$ cat config.mk
export PLATFORM = sky130hd
export DESIGN_NAME = wbp_ram
export DESIGN_NICKNAME = d
export VERILOG_FILES = /design/src/wbp_ram.sv
export SDC_FILE = /design/constraint.sdc
export NUM_CORES = 1
export LEC_CHECK = 0
export BUFFER_PORTS_ARGS = -buffer_cell sky130_fd_sc_hd__buf_2
export CAP_MARGIN = 5
export CORE_ASPECT_RATIO = 1.75
export CORE_UTILIZATION = 48
export DETAILED_ROUTE_END_ITERATION = 16
export GPL_TIMING_DRIVEN = 0
export MAX_ROUTING_LAYER = met4
export PLACE_DENSITY = 0.65
export SLEW_MARGIN = 20
export SYNTH_ARGS = -nofsm -noshare
export SYNTH_HDL_FRONTEND = slang
export SYNTH_SLANG_ARGS = --single-unit
$ cat constraint.sdc
create_clock -name clk -period 2.3 [get_ports clk]
set_clock_uncertainty 0.05 [all_clocks]
set_input_delay 0.23 -clock clk [delete_from_list [all_inputs] [get_ports clk]]
set_output_delay 0.23 -clock clk [all_outputs]
set_load 0.01 [all_outputs]
$ cat src/wbp_ram.sv
// Generic single-port RAM with registered read.
module wbp_ram #(
    parameter int WIDTH = 8,
    parameter int DEPTH = 16
) (
    input  logic                     clk,
    input  logic                     wr_en,
    input  logic                     rd_en,
    input  logic [$clog2(DEPTH)-1:0] addr,
    input  logic [WIDTH-1:0]         wr_data,
    output logic [WIDTH-1:0]         rd_data
);

    logic [WIDTH-1:0] mem [DEPTH];
    logic [WIDTH-1:0] rd_data_reg;

    // Write port and registered read port.
    always_ff @(posedge clk)
    begin
        if (wr_en)
        begin
            mem[addr] <= wr_data;
        end
        if (rd_en)
        begin
            rd_data_reg <= mem[addr];
        end
    end

    assign rd_data = rd_data_reg;

endmodule

# --- After elaboration in Yosys (flattened, before gate mapping) ---
# Memories as Yosys holds them, arrays and structs flattened. A register that Yosys moved wholly into a read port is not among the register bits.
# Index checks and enable logic that the tools add are counted.
word_totals:
  ff_bits: 0
  ram_bits: 128
  in_bits: 15
  wordCells: 3
  mem_count: 1
mem_list:
  columns: ["memory", "words", "word_bits", "read_ports", "rd_clocked_by_memory_dff", "write_ports", "line", "rtl"]
  rows:
  - ["mem", 16, 8, 1, 1, 1, "14", "logic [WIDTH-1:0] mem [DEPTH];"]
op_classes:
  mux: 2
ops:
  columns: ["cell", "count"]
  rows:
  - ["$mux W1", 2]

# --- Longest topological paths before layout ---
logic_depth:
  word_depth: 2
  ltp_mapped: 5
  depth_no_buf: 3

# --- Worst setup path before layout ---
# OpenSTA, ideal clock, no wires.
synth_path:
  path_type: "input port to flip-flop"
  start: "in addr[2]"
  end: "mem mem[0][0] (enable)"
  t_arrival_ps: 1340
  required_ps: 1867
  path_slack_ps: 527
  path_stages: 2
  n_path_buf: 0
  path_cell_list: "or3b_2 > nor3_1"
synth_lines:
  columns: ["item", "line", "rtl"]
  rows:
  - ["start, declared", "9", "input logic [$clog2(DEPTH)-1:0] addr,"]
  - ["end, declared", "14", null]
# Straight into the memory's write port.

# --- Final worst setup path ---
layout_path:
  start: "in addr[1]"
  end: "mem mem[7][2] (enable)"
# Straight into the memory's write port.

==> results.py <==
metrics = {
    "setup_path": {
        "worstPathMaxFanout": 10,
        "start_kind": "primary input",
        "cp_top_family": "simple AND/OR/NAND/NOR gates",
        "crit_required_ns": 2.28,
        "slowest_delay_ns": 0.75,
        "r2r_start": "mem[11][2]",
        "reg2reg_to": "rd_data[2]",
        "r2r_cells": 3,
        "crit_path_end_kind": "register",
        "cp_data_arrival_time_ns": 2.00,
        "worstPathCellList": "buf_2 > buf_1 > nand2_1 > nor2_1",
        "cpMaxStageDelayCell": "nor2_1",
        "worst-path-buf-inv": 2,
        "critical_path_class": "in -> reg",
        "rrSetupSlack_ns": 0.74,
    },
    "clock_network": {
        "cts_resized": 0,
        "cts_tree": "built",
        "clock_path_buffers": 2,
        "post_cts_buffers": 0,
        "cts.hold.buffers_added": 0,
        "clkLatencyLatePin_ns": 0.41,
        "cts.sinks": 136,
        "cts_inserted_buffers": 17,
        "cts_max_level": 4,
        "clk_pin_slew_ns": 0.06,
        "cts-root-buf": "clkbuf_16",
    },
    "timing": {
        "hold_violations": 0,
        "rsz0062_at_grt": "no",
        "worst_slack_ns": 0.2736,
        "fin_tns_setup_ns": 0,
        "worstMarginPinSlew_ns": 0.9085,
        "timing.final.crit_share_pct": 88.10,
        "min_period_ns": 2.026,
        "setup_viol": 0,
        "slew_headroom_pct": 39.21,
        "final_max_slew_viol_count": 0,
        "max_freq_mhz": 493.5,
    },
    "synthesis": {
        "synth.avg_cell_area_um2": 22.38,
        "yosysSeqAreaShare_pct": 79.34,
        "synth_area_um2": 5147,
        "ys_ff_latch": 136,
        "syn-num-nets": 245,
        "ys_types": 17,
        "ys_warn_count": 0,
        "netlist_instances": 230,
    },
    "layout": {
        "fin_nets": 285,
        "antenna-diode-count": 0,
        "fin_util_pct": 58.18,
        "num-fill-cells": 761,
        "layout_common_cells": "136 x edfxtp_1, 32 x mux4_2, 22 x buf_2",
        "drive_gt1_share_pct": 31.10,
        "multiInputGateArea_um2": 1023,
        "largest_reg_flops": 128,
        "syn2layout_area_growth_pct": 17.11,
        "layout_commonest_cell": "edfxtp_1",
        "ff_latch_area_um2": 4084,
    },
    "grt": {
        "grt_pass1_wl_mm": 15.28,
        "overflow": 0,
        "track_usage_pct": 21.40,
        "first_global_vias": 2548,
        "grt_max_degree": 17,
        "antenna_found_initial": 0,
    },
    "drt": {
        "ant_nets": 0,
        "wl_per_cell_um": 24.42,
        "via_count": 2375,
        "remaining_drc_errors": 0,
        "via_per_inst": 5.793,
        "drtIter0Drc": 155,
        "finalWirelength_mm": 10.01,
        "dr.pass1.iters": 4,
    },
    "placed_design": {
        "port_buffers": 20,
        "dp_hpwl_mm": 6.634,
        "dp_slack_ns": -0.1530,
        "routabilityCongestion": 0.8104,
    },
    "floorplan": {
        "start_util_pct": 49.68,
        "die_w_um": 80.28,
        "die_area_um2": 11160,
        "core_area_um2": 10360,
        "pin_count": 23,
        "fp-row-count": 49,
        "die_height_um": 139.0,
    },
    "min_path": {
        "hold_class": "in -> reg",
        "holdPathStages": 1,
        "hp-start": "rd_en",
        "hold_end": "rd_data[3]",
    },
    "power_and_ir_drop": {
        "power_leakage_nw": 1.953,
        "power_mw": 5.778,
        "ir_drop_uv": 556.4,
        "power_density_nw_per_um2": 958.5,
    },
    "outcome": {
        "status": "complete, no violations",
    },
    "run": {
        "maxCapViolCount": 0,
    },
}
## synthesized netlist by cell type
master    number  area share [%]
buf_2          2            0.19
nand2b_1       2            0.24
nand3b_1       2            0.29
or3b_2         1            0.17
nor3_1         4            0.39
mux4_2        32              14
nand2_1        9            0.66
and2_1         1            0.12
nor2_1        13            0.95
clkbuf_2       1           0.097
nor2b_1        2            0.24
edfxtp_1     136              79
clkbuf_1       2            0.15
nand3_1        1           0.097
buf_6          2            0.44
a22oi_1       16             2.3
buf_1          4            0.29
## report_power, final
group / switching, mW / total [mW] / internal [mW]
logic: 0.160 / 0.263 / 0.103
clock network: 0.914 / 2.71 / 1.79
registers: 0.0119 / 2.81 / 2.79
## layout make-up
type,count,area share (%)
Timing Repair Buffer,21,1.785
Clock inverter,11,2.553
Buffer,11,0.9963
Sequential cell,136,67.75
Tap cell,127,2.636
Multi-Input combinational cell,83,16.98
Clock buffer,21,7.306
## cells by family (layout without fill, tap and decap cells)
group                  Yosys count  after routing  share of synthesized area (%)
and+or+nand+nor                 35             35                          3.160
buffers and inverters           11             64                          1.167
DFF                            136            136                          79.34
AOI/OAI and AO/OA               16             16                          2.334
muxes                           32             32                          14.00
## how the worst max path moves through the flow
| stage | startpoint | end | slack, ns | depth (start not counted) |
|---|---|---|---|---|
| after floorplan | addr[2] | mem[0][0] | 0.53 | 2 |
| after global placement | addr[2] | mem[0][1] | -0.16 | 3 |
| after detailed placement | addr[1] | mem[7][3] | -0.15 | 4 |
| after CTS | addr[1] | mem[7][2] | 0.26 | 4 |
| after global routing | addr[1] | mem[2][5] | 0.20 | 4 |
| final | addr[1] | mem[7][2] | 0.27 | 4 |
## worst reg2reg max path, cell delays in order (launching register included)
cell and delay (ns):
edfxtp_1 0.35, mux4_2 0.49, a22oi_1 0.32, nand2_1 0.10
## per-stage QoR
stage	instances	hold slack (ns)	area, um^2
floorplan	230	0.2789	5147
global placement	377	0.5185	5406
detailed placement	378	0.5378	5434
CTS	410	0.1111	6028
global route	410	0.1168	6028
finish	410	0.1161	6028
## layer usage
layer | routed length [um] | track usage, % | part of all wire, %
met1 | 3666 | 24.51 | 37
met4 | 252 | 11.75 | 2.5
met5 | 0 | - | 0
met3 | 420 | 5.197 | 4.2
met2 | 5671 | 34.14 | 57
Note: power is estimated with default switching activity, not from simulation.
